## src/rtl/sqs_pkg.sv

```systemverilog
// Shared constants, types and helpers for the sprite quad setup pipeline.
package sqs_pkg;

  localparam int CORDIC_STEPS    = 16;
  localparam int COORD_FRAC_BITS = 8;

  localparam int POS_W   = 24;
  localparam int TEXEL_W = 16;
  localparam int UV_FRAC = 16;
  localparam int UV_W    = 20;
  localparam int ANG_W   = 17;
  localparam int TAG_W   = 64;

  // extent of a rectangle side, wide enough for the default full-texture size
  localparam int EXT_W  = ((TEXEL_W + COORD_FRAC_BITS >= POS_W) ?
                           TEXEL_W + COORD_FRAC_BITS : POS_W) + 1;
  localparam int CEN_W  = EXT_W + 1;
  localparam int OFF_W  = EXT_W + 2;
  localparam int CS_W   = 32;
  localparam int PROD_W = OFF_W + CS_W;
  localparam int ACC_W  = PROD_W + 3;

  localparam int NUM_W = TEXEL_W + 1 + UV_FRAC + 1;
  localparam int REM_W = TEXEL_W + 1;
  localparam int NITER = (CORDIC_STEPS > UV_W) ? CORDIC_STEPS : UV_W;

  localparam int AM_W = 16;
  localparam int AF_W = 15;
  localparam int ZP_W = AF_W + 27;

  localparam int ANG_FULL   = 46080;
  localparam int ANG_HALF   = 23040;
  localparam int ANG_QTR    = 11520;
  localparam int RAD_SCALE  = 37480660;
  localparam int Q30_SHIFT  = 30;
  localparam int POS_SHIFT  = 31;

  localparam logic signed [CS_W-1:0] CORDIC_X0 = 32'sh26DD3B6A;
  localparam logic signed [CS_W-1:0] ONE_Q30   = 32'sh40000000;

  localparam logic [1:0] CORNER_LAST = 2'd3;

  function automatic logic signed [CS_W-1:0] atan_q30(input int i);
    logic signed [CS_W-1:0] r;
    unique case (i)
      0:       r = 32'sh3243F6A8;
      1:       r = 32'sh1DAC6705;
      2:       r = 32'sh0FADBAFC;
      3:       r = 32'sh07F56EA6;
      4:       r = 32'sh03FEAB76;
      5:       r = 32'sh01FFD55B;
      6:       r = 32'sh00FFFAAA;
      7:       r = 32'sh007FFF55;
      8:       r = 32'sh003FFFEA;
      9:       r = 32'sh001FFFFD;
      default: r = 32'sd1 <<< (Q30_SHIFT - i);
    endcase
    return r;
  endfunction

  typedef struct packed {
    logic                            fh;
    logic                            fv;
    logic [TAG_W-1:0]                tag;
    logic signed [CEN_W-1:0]         cx2;
    logic signed [CEN_W-1:0]         cy2;
    logic signed [CEN_W-1:0]         dw2;
    logic signed [CEN_W-1:0]         dh2;
    logic signed [OFF_W-1:0]         ex0;
    logic signed [OFF_W-1:0]         ey0;
    logic                            rot;
    logic                            neg;
    logic signed [CS_W-1:0]          cx;
    logic signed [CS_W-1:0]          cy;
    logic signed [CS_W-1:0]          cz;
    logic [TEXEL_W-1:0]              tw;
    logic [TEXEL_W-1:0]              th;
    logic [3:0][UV_W-1:0]            nlo;
    logic [3:0][REM_W-1:0]           rem;
    logic [3:0][UV_W-1:0]            quo;
    logic [3:0]                      sat;
  } sqs_item_t;

  typedef struct packed {
    logic                       fh;
    logic                       fv;
    logic [TAG_W-1:0]           tag;
    logic [3:0][POS_W-1:0]      px;
    logic [3:0][POS_W-1:0]      py;
    logic [1:0][UV_W-1:0]       u;
    logic [1:0][UV_W-1:0]       v;
  } sqs_quad_t;

endpackage

```

## src/rtl/sqs_front.sv

```systemverilog
// Request decode, angle wrap and fold, divider set-up and angle to radians.
module sqs_front (
  input  logic                                clk,
  input  logic                                rst_n,
  input  logic                                adv,
  input  logic                                in_valid,
  input  logic                                in_mode,
  input  logic signed [sqs_pkg::POS_W-1:0]    in_dst_x,
  input  logic signed [sqs_pkg::POS_W-1:0]    in_dst_y,
  input  logic signed [sqs_pkg::POS_W-1:0]    in_dst_w,
  input  logic signed [sqs_pkg::POS_W-1:0]    in_dst_h,
  input  logic [63:0]                         in_src_rect,
  input  logic [31:0]                         in_tex_size,
  input  logic [47:0]                         in_center_offset,
  input  logic signed [sqs_pkg::ANG_W-1:0]    in_angle_step,
  input  logic [1:0]                          in_flip_bits,
  input  logic [2:0]                          in_given_flags,
  input  logic [sqs_pkg::TAG_W-1:0]           in_command_tag,
  output logic                                out_v,
  output sqs_pkg::sqs_item_t                  out_item
);
  import sqs_pkg::*;

  localparam logic signed [ANG_W:0] FULL_S = (ANG_W+1)'(ANG_FULL);
  localparam logic signed [ANG_W:0] HALF_S = (ANG_W+1)'(ANG_HALF);
  localparam logic signed [ANG_W:0] QTR_S  = (ANG_W+1)'(ANG_QTR);
  localparam logic signed [26:0]    RAD_S  = 27'(RAD_SCALE);

  // ---- stage 0: decode ----
  logic [TEXEL_W-1:0]            tw, th, sx, sy, sw, sh;
  logic                          dg, sg;
  logic signed [POS_W-1:0]       dx_d, dy_d;
  logic signed [EXT_W-1:0]       dw_d, dh_d;
  logic                          keep;
  logic [3:0][TEXEL_W:0]         tex_d;
  logic [TEXEL_W-1:0]            szu_d, szv_d;
  logic signed [ANG_W:0]         a1, a2;

  always_comb begin
    tw = in_tex_size[TEXEL_W-1:0];
    th = in_tex_size[2*TEXEL_W-1:TEXEL_W];
    sx = in_src_rect[15:0];
    sy = in_src_rect[31:16];
    sw = in_src_rect[47:32];
    sh = in_src_rect[63:48];
    dg = in_given_flags[0];
    sg = in_given_flags[1];
    dx_d = dg ? in_dst_x : '0;
    dy_d = dg ? in_dst_y : '0;
    dw_d = dg ? EXT_W'(in_dst_w) :
           $signed({{(EXT_W-TEXEL_W-COORD_FRAC_BITS){1'b0}}, tw,
                    {COORD_FRAC_BITS{1'b0}}});
    dh_d = dg ? EXT_W'(in_dst_h) :
           $signed({{(EXT_W-TEXEL_W-COORD_FRAC_BITS){1'b0}}, th,
                    {COORD_FRAC_BITS{1'b0}}});
    keep = (tw != '0) && (th != '0) && !(in_mode && !dg) && (dw_d > 0) && (dh_d > 0);
    // no source: size one with texels 0 and 1 gives 0 and 1.0
    if (sg) begin
      tex_d[0] = {1'b0, sx};
      tex_d[1] = {1'b0, sx} + {1'b0, sw};
      tex_d[2] = {1'b0, sy};
      tex_d[3] = {1'b0, sy} + {1'b0, sh};
      szu_d    = tw;
      szv_d    = th;
    end else begin
      tex_d[0] = '0;
      tex_d[1] = (TEXEL_W+1)'(1);
      tex_d[2] = '0;
      tex_d[3] = (TEXEL_W+1)'(1);
      szu_d    = TEXEL_W'(1);
      szv_d    = TEXEL_W'(1);
    end
    // wrap into [0, full turn)
    a1 = (ANG_W+1)'(in_angle_step);
    if (a1 < 0) a1 = a1 + FULL_S;
    if (a1 < 0) a2 = a1 + FULL_S;
    else if (a1 >= FULL_S) a2 = a1 - FULL_S;
    else a2 = a1;
  end

  logic                          s0_v_r;
  logic                          s0_mode_r, s0_cg_r, s0_fh_r, s0_fv_r;
  logic signed [POS_W-1:0]       s0_dx_r, s0_dy_r, s0_cox_r, s0_coy_r;
  logic signed [EXT_W-1:0]       s0_dw_r, s0_dh_r;
  logic [TAG_W-1:0]              s0_tag_r;
  logic [AM_W-1:0]               s0_am_r;
  logic [3:0][TEXEL_W:0]         s0_tex_r;
  logic [TEXEL_W-1:0]            s0_szu_r, s0_szv_r;

  always_ff @(posedge clk) begin
    if (!rst_n) begin
      s0_v_r <= 1'b0;
    end else if (adv) begin
      s0_v_r <= in_valid && keep;
    end
  end

  always_ff @(posedge clk) begin
    if (adv) begin
      s0_mode_r <= in_mode;
      s0_cg_r   <= in_given_flags[2];
      s0_fh_r   <= in_mode & in_flip_bits[0];
      s0_fv_r   <= in_mode & in_flip_bits[1];
      s0_dx_r   <= dx_d;
      s0_dy_r   <= dy_d;
      s0_cox_r  <= $signed(in_center_offset[23:0]);
      s0_coy_r  <= $signed(in_center_offset[47:24]);
      s0_dw_r   <= dw_d;
      s0_dh_r   <= dh_d;
      s0_tag_r  <= in_command_tag;
      s0_am_r   <= AM_W'(a2);
      s0_tex_r  <= tex_d;
      s0_szu_r  <= szu_d;
      s0_szv_r  <= szv_d;
    end
  end

  // ---- stage 1: centre, offsets, numerators, fold ----
  logic [3:0][NUM_W-1:0]         num;
  logic [TEXEL_W-1:0]            sz;
  logic signed [ANG_W:0]         a_s, a_f;
  logic                          neg_c;
  sqs_item_t                     s1_nxt;

  always_comb begin
    s1_nxt     = '0;
    s1_nxt.fh  = s0_fh_r;
    s1_nxt.fv  = s0_fv_r;
    s1_nxt.tag = s0_tag_r;
    s1_nxt.cx2 = s0_cg_r ? ((CEN_W'(s0_dx_r) + CEN_W'(s0_cox_r)) <<< 1) :
                           ((CEN_W'(s0_dx_r) <<< 1) + CEN_W'(s0_dw_r));
    s1_nxt.cy2 = s0_cg_r ? ((CEN_W'(s0_dy_r) + CEN_W'(s0_coy_r)) <<< 1) :
                           ((CEN_W'(s0_dy_r) <<< 1) + CEN_W'(s0_dh_r));
    s1_nxt.dw2 = CEN_W'(s0_dw_r) <<< 1;
    s1_nxt.dh2 = CEN_W'(s0_dh_r) <<< 1;
    // top-left offset from centre, doubled
    s1_nxt.ex0 = s0_cg_r ? -(OFF_W'(s0_cox_r) <<< 1) : -OFF_W'(s0_dw_r);
    s1_nxt.ey0 = s0_cg_r ? -(OFF_W'(s0_coy_r) <<< 1) : -OFF_W'(s0_dh_r);
    s1_nxt.tw  = s0_szu_r;
    s1_nxt.th  = s0_szv_r;
    s1_nxt.cx  = CORDIC_X0;
    sz = '0;
    for (int d = 0; d < 4; d++) begin
      sz = (d < 2) ? s0_szu_r : s0_szv_r;
      num[d] = NUM_W'({s0_tex_r[d], {UV_FRAC{1'b0}}}) + NUM_W'(sz[TEXEL_W-1:1]);
      s1_nxt.nlo[d] = num[d][UV_W-1:0];
      s1_nxt.rem[d] = REM_W'(num[d][NUM_W-1:UV_W]);
      s1_nxt.sat[d] = REM_W'(num[d][NUM_W-1:UV_W]) >= REM_W'(sz);
    end
    a_s = ($signed({2'b00, s0_am_r}) > HALF_S) ? $signed({2'b00, s0_am_r}) - FULL_S :
                                                $signed({2'b00, s0_am_r});
    s1_nxt.rot = s0_mode_r && (a_s != 0);
    if (a_s > QTR_S) begin
      a_f   = a_s - HALF_S;
      neg_c = 1'b1;
    end else if (a_s < -QTR_S) begin
      a_f   = a_s + HALF_S;
      neg_c = 1'b1;
    end else begin
      a_f   = a_s;
      neg_c = 1'b0;
    end
    s1_nxt.neg = neg_c;
  end

  logic                      s1_v_r;
  sqs_item_t                 s1_item_r;
  logic signed [AF_W-1:0]    s1_af_r;

  always_ff @(posedge clk) begin
    if (!rst_n) begin
      s1_v_r <= 1'b0;
    end else if (adv) begin
      s1_v_r <= s0_v_r;
    end
  end

  always_ff @(posedge clk) begin
    if (adv) begin
      s1_item_r <= s1_nxt;
      s1_af_r   <= AF_W'(a_f);
    end
  end

  // ---- stage 2: angle to Q2.30 radians ----
  logic signed [ZP_W-1:0]    zp;
  sqs_item_t                 s2_nxt;

  always_comb begin
    zp        = ZP_W'(s1_af_r) * ZP_W'(RAD_S) + ZP_W'(128);
    s2_nxt    = s1_item_r;
    s2_nxt.cz = CS_W'(zp >>> 8);
  end

  logic                      s2_v_r;
  sqs_item_t                 s2_item_r;

  always_ff @(posedge clk) begin
    if (!rst_n) begin
      s2_v_r <= 1'b0;
    end else if (adv) begin
      s2_v_r <= s1_v_r;
    end
  end

  always_ff @(posedge clk) begin
    if (adv) begin
      s2_item_r <= s2_nxt;
    end
  end

  assign out_v    = s2_v_r;
  assign out_item = s2_item_r;

endmodule

```

## config.mk

```make
export PLATFORM = sky130hd
export DESIGN_NAME = sqs_front
export DESIGN_NICKNAME = d
export VERILOG_FILES = /design/src/rtl/sqs_pkg.sv /design/src/rtl/sqs_front.sv
export SDC_FILE = /design/constraint.sdc
export NUM_CORES = 1
export LEC_CHECK = 0
export BUFFER_PORTS_ARGS = -buffer_cell sky130_fd_sc_hd__buf_4
export CORE_AREA = 5 5 351 353
export CTS_CLUSTER_DIAMETER = 120
export DETAILED_ROUTE_END_ITERATION = 8
export DIE_AREA = 0 0 356 358
export PLACE_DENSITY = 0.76
export SLEW_MARGIN = 20
export SYNTH_ARGS = -nofsm -noshare
export SYNTH_HDL_FRONTEND = slang
export SYNTH_SLANG_ARGS = --single-unit
```

## constraint.sdc

```tcl
create_clock -name clk -period 6.1 [get_ports clk]
set_input_delay 0.61 -clock clk [delete_from_list [all_inputs] [get_ports clk]]
set_output_delay 0.61 -clock clk [all_outputs]
set_load 0.02 [all_outputs]
```

==> reports/results.ini, run 1 <==
[run_status]
status = finished with violations
violations = setup timing

[global_routing]
grt_overflow = 0
grt_max_degree = 171
grtUsageTotal_pct = 21.3
antenna_found_initial = 18
grt_pass1_wl_um = 199000
grt_pass1_vias = 31200

[timing]
finalHoldViolCount = 0
slew_headroom_pct = 30.4
worst_slack_ns = -0.303
slew_viol_final = 0
period_minus_slack_ns = 6.40
skew_ns = 0.0441
fmax_ghz = 0.156
fin_setup_tns_ns = -2.18
worst_slew_pin_slew_ns = 1.03
setup_viol = 10
grt_setup_unrepaired = true
holdWs_ns = 0.0756
fin_crit_sh_pct = 105

[clock_network]
htreeDepth = 3
clkTransAtPathRegs_ns = 0.06
clock_path_buffers = 3
worstSkewPairLatency_ns = 0.72
cts_tree = yes
cts.sinks = 1026
cts_root_buf = clkbuf_16
cts_buffers = 105

[floorplan]
std_cell_rows = 127
die_width_um = 356
die-area_um2 = 127000
core-area_um2 = 119000
die_y_um = 358
start_util_pct = 41.5
io_pins = 918

[cells_and_area]
final_area_um2 = 62600
final_cell_mix = edfxtp_1, buf_4, inv_1, ha_1, conb_1
drive_gt1_share_pct = 28.8
nets = 5305
final_common_cell = edfxtp_1
area_growth_pct = 26.2

[worst_setup_path]
critPathLaunchType = flop
crit_buf_inv = 6
cp-end-kind = flop
crit_chain = fa_1 > inv_2 > fa_1 > fa_1 > inv_1 > fa_1 > fa_1 > inv_1 > fa_1 > inv_1 > ha_4 > buf_4 > a21oi_4 > o21ai_2 > a41oi_1 > a21oi_1 > xor2_1 > nand4_2 > or3_4 > or3_4 > buf_6 > nor3_4 > xor2_1
cp_slowest_cell = fa_1
worstSetupPathType = flop to flop
path_max_fanout = 7
required_ns = 6.57
crit_top_cell = fa_1
critPathTopFamily = adder cells
crit_arrival_ns = 6.87
cpPeakStageDelay_ns = 0.62

[drt]
drt.antenna.violating_nets = 0
drt_iter0_drc = 2378
first_pass_iters = 7
routedWlPerCell_um = 22.6
drc = 0
vias = 31200
avgViaCountPerCell = 4.99
wirelength_um = 141000

[synthesis]
ys.flop_type = edfxtp_1
syn_area_um2 = 49600
yosys_warnings = 0
synth_cells = 3509
ys_async_sr_fraction_pct = 0
avgSynthCellArea_um2 = 14.1
synth-seq-cells = 1026
synth_seq_area_share_pct = 62.0
synth_edf_count = 1023
ys_types = 89

[placement]
hpwl_um = 110000
place_congestion = 0.919
portBuffers = 749
place_area_um2 = 57600

[run]
drv_cap = 0

[hold_path]
hp-class = primary input to flop

==> sequential cells by signal, summed over array words and instances (netlist names), 15 cells and up <==
signal	cells
s0_szv_r	16
s0_am_r	16
s0_dy_r	24
s0_szu_r	16
s0_tag_r	64
s0_coy_r	24
s0_cox_r	24
s0_tex_r	66
s0_dh_r	25
s0_dw_r	25
s0_dx_r	24
out_item	356
s1_af_r	15
s1_item_r	324
==> cell type report <==
| cell class | instances | area (µm²) |
|---|---|---|
| Antenna cell | 6 | 15.0 |
| Clock buffer | 128 | 2740 |
| Clock inverter | 64 | 820 |
| Fill cell | 9851 | 56900 |
| Inverter | 303 | 1140 |
| Multi-Input combinational cell | 2059 | 16900 |
| Sequential cell | 1026 | 30800 |
| Tap cell | 1612 | 2020 |
| Timing Repair Buffer | 1059 | 8270 |
==> per-stage QoR <==
step / worst slack, ns / utilization, % / instances
2_1_floorplan: -0.324 / - / 3675
3_3_place_gp: -0.432 / 48.2 / 5954
3_5_place_dp: -0.497 / 48.2 / 5954
4_1_cts: -0.270 / 52.1 / 6241
5_1_grt: -0.536 / 52.4 / 6253
6_report: -0.303 / 52.4 / 6257
==> what timing repair did <==
action / 4_1_cts / 5_1_grt
hold endpoints to repair: 73 / 0
gates cloned: 0 / 0
setup buffers: 22 / 18
hold buffers: 73 / 0
pin swaps: 23 / 40
setup endpoints to repair: 14 / 19
gates resized for setup: 36 / 62
==> worst register-to-register path, delay by kind of cell, from the launching register on <==
kind / cells / cell delay [ns]
AO/OA/AOI/OAI: 4 / 0.49
XOR/XNOR: 2 / 0.32
AND/OR/NAND/NOR: 4 / 1.08
buffers and inverters: 6 / 0.53
flip-flops: 1 / 0.44
adder cells (fa/ha/maj): 7 / 3.30
==> synth_stat cells (63+ instances only) <==
library cell | number | area share, %
o21ai_0 | 117 | 1.2
buf_4 | 233 | 3.5
edfxtp_1 | 1023 | 62
and2_1 | 134 | 1.7
fa_1 | 122 | 4.9
mux2_2 | 79 | 1.8
nor3_1 | 63 | 0.64
xnor2_1 | 119 | 2.1
nand2_1 | 121 | 0.92
a21oi_1 | 113 | 1.1
nor2_1 | 145 | 1.1
ha_1 | 298 | 7.5
inv_1 | 302 | 2.3
xor2_1 | 77 | 1.4
==> path summary, 6_finish.rpt <==
check / startpoint / end / slack (ns) / depth (start not counted)
setup reg to reg: s1_af_r[2]$_DFFE_PP_ / out_item[289]$_DFFE_PP_ / -0.30 / 23
hold / removal: in_center_offset[15] / s0_cox_r[15]$_DFFE_PP_ / 0.08 / 1
hold reg to reg: s1_item_r[564]$_DFFE_PP_ / out_item[564]$_DFFE_PP_ / 0.38 / 0
setup / recovery: s1_af_r[2]$_DFFE_PP_ / out_item[289]$_DFFE_PP_ / -0.30 / 23
==> per-layer routing <==
layer  track usage (%)  wire length (µm)  vias up
met5                 0                68        -
met4              8.72              5640       10
met3              4.65             10900      221
met2              35.7             69400     1270
met1              26.8             55500    15300
li1                  -                 -    14400
==> cells by family after synthesis <==
family	share of synthesized area (%)
adders and majority gates	12.4
xor gates and xnor gates	3.46
and+or+nand+nor	8.04
other	0.0151
buffers and inverters	6.26
AOI/OAI and AO/OA	5.90
muxes	1.87
DFF	62.0
Power of run 1 is left out: the tool's default activity adds up to more than one toggle a clock period on the data nets, which glitch-free logic cannot reach.
==> inputs of run 2 (changes only) <==
- SKIP_LAST_GASP: not set -> 1
==> reports/results.ini, run 2 (same netlist as run 1, synthesis figures left out) <==
[timing]
slew_headroom_pct = 31.1  ; +0.69 points
fmax_ghz = 0.156  ; -0.30%
grt_setup_unrepaired = true
worst_slew_pin_slew_ns = 1.03  ; +0.000610 ns
period_minus_slack_ns = 6.42  ; +0.0195 ns
slew_viol_final = 0  ; unchanged
worst_slack_ns = -0.323  ; -0.0195 ns
finalHoldViolCount = 0  ; unchanged
fin_crit_sh_pct = 105  ; +0.32 points
holdWs_ns = 0.0741  ; -0.00150 ns
skew_ns = 0.0446  ; +0.000418 ns
fin_setup_tns_ns = -3.01  ; -0.830 ns
setup_viol = 14  ; +4

[run_status]
status = finished with violations
violations = setup timing

[global_routing]
grt_overflow = 0  ; unchanged
grt_max_degree = 171  ; unchanged
grt_pass1_vias = 31200  ; -0.042%
antenna_found_initial = 18  ; unchanged
grt_pass1_wl_um = 199000  ; about the same
grtUsageTotal_pct = 21.2  ; about the same

[run]
drv_cap = 0  ; unchanged

[worst_setup_path]
worstSetupPathType = flop to flop
crit_top_cell = buf_4
crit_arrival_ns = 6.85  ; -0.02 ns
path_max_fanout = 5  ; -2
critPathLaunchType = flop
cpPeakStageDelay_ns = 0.62  ; about the same
cp_slowest_cell = fa_1
required_ns = 6.53  ; -0.04 ns
cp-end-kind = flop
crit_chain = fa_1 > ha_1 > fa_1 > fa_1 > fa_1 > inv_1 > fa_1 > inv_1 > ha_2 > a21o_1 > a31oi_1 > buf_4 > o21ai_0 > xor2_1 > nand4_1 > buf_4 > buf_4 > buf_4 > buf_4 > buf_4 > buf_4 > or2b_1 > xnor2_1

[cells_and_area]
nets = 5298  ; -0.13%
drive_gt1_share_pct = 28.0  ; -0.71 points
final_cell_mix = edfxtp_1, buf_4, inv_1, ha_1, conb_1
multi_input_comb_area_um2 = 16700  ; -1.0%
final_cells = 6249  ; -0.13%
largest_reg_flops = 356  ; unchanged
fillers = 9864  ; +0.13%
final_common_cell = edfxtp_1
ff_latch_area_um2 = 30800  ; unchanged
area_growth_pct = 25.7

[drt]
vias = 31100  ; -0.24%
drt_iter0_drc = 2395  ; +0.71%
routedWlPerCell_um = 22.5  ; -0.34%
avgViaCountPerCell = 4.98  ; -0.11%
first_pass_iters = 7  ; unchanged
drt.antenna.violating_nets = 0  ; unchanged
drc = 0  ; unchanged
wirelength_um = 141000  ; -0.47%

[placement]
place_ws_ns = -0.497  ; unchanged
portBuffers = 749  ; unchanged
post-place-cells = 5954  ; unchanged
place_congestion = 0.919  ; unchanged
hpwl_um = 110000  ; unchanged

[floorplan]
die_width_um = 356  ; unchanged
die_y_um = 358  ; unchanged
io_pins = 918  ; unchanged
std_cell_rows = 127  ; unchanged
core-area_um2 = 119000  ; unchanged
die-area_um2 = 127000  ; unchanged
start_util_pct = 41.5  ; unchanged

[clock_network]
clock_path_buffers = 3  ; unchanged
cts_buffers = 105  ; unchanged
worstSkewPairLatency_ns = 0.72  ; about the same
cts_root_buf = clkbuf_16
cts_tree = yes
clkTransAtPathRegs_ns = 0.06  ; about the same
cts.sinks = 1026  ; unchanged
htreeDepth = 3  ; unchanged

[hold_path]
hp-class = primary input to flop

run 2: cell count changes in the layout (fill, tap and decap cells not counted), sizes merged:
cell	previous run	this run
buf	986	979
diode	6	5
run 2: worst paths after layout:
kind,end,start,depth (start not counted),slack [ns]
worst max-delay path,out_item[277]$_DFFE_PP_,s1_af_r[2]$_DFFE_PP_,23,-0.32
worst min-delay path,s0_cox_r[15]$_DFFE_PP_,in_center_offset[15],1,0.07
worst max register to register,out_item[277]$_DFFE_PP_,s1_af_r[2]$_DFFE_PP_,23,-0.32
worst min register to register,out_item[564]$_DFFE_PP_,s1_item_r[564]$_DFFE_PP_,0,0.39
run 2: worst max-delay path: cells and delay by family, from the launching register on:
kind | cells | cell delay, ns
buffers and inverters | 9 | 1.08
adders and majority gates | 7 | 3.31
DFF | 1 | 0.41
and+or+nand+nor | 2 | 0.46
xor gates and xnor gates | 2 | 0.39
AOI/OAI and AO/OA | 3 | 0.53
run 2: layout make-up:
| class | instances | area share [%] |
|---|---|---|
| clock inverters | 64 | 1.31 |
| diodes | 5 | 0.0201 |
| multi-input cells | 2059 | 26.7 |
| flip-flops and latches | 1026 | 49.4 |
| well taps | 1612 | 3.23 |
| inverters | 303 | 1.82 |
| repair buffers | 1052 | 13.1 |
| clock buffers | 128 | 4.39 |
run 2: layer usage:
layer / up-vias / GRT usage, % / part of all wire [%]
li1: 14400 / - / -
met1: 15300 / 26.8 / 40
met2: 1216 / 35.7 / 49
met3: 223 / 4.65 / 7.4
met4: 10 / 8.72 / 3.9
met5: - / 0 / 0.048
run 2: per-stage QoR:
step                instance area (µm²)  util (%)
floorplan                         50400         -
global placement                  57600      48.2
global route                      62300      52.2
finish                            62400      52.2
detailed placement                57600      48.2
CTS                               62200      52.1
run 2: timing repair:
| action | CTS | global route |
|---|---|---|
| resized for setup | 32 | 18 |
| pin swaps | 22 | 13 |
| endpoints found under the setup margin | 14 | 19 |
| setup buffers | 22 | 4 |
| hold endpoints to repair | 73 | 0 |
| hold buffers | 73 | 0 |
Power of run 2 is left out for the same reason.
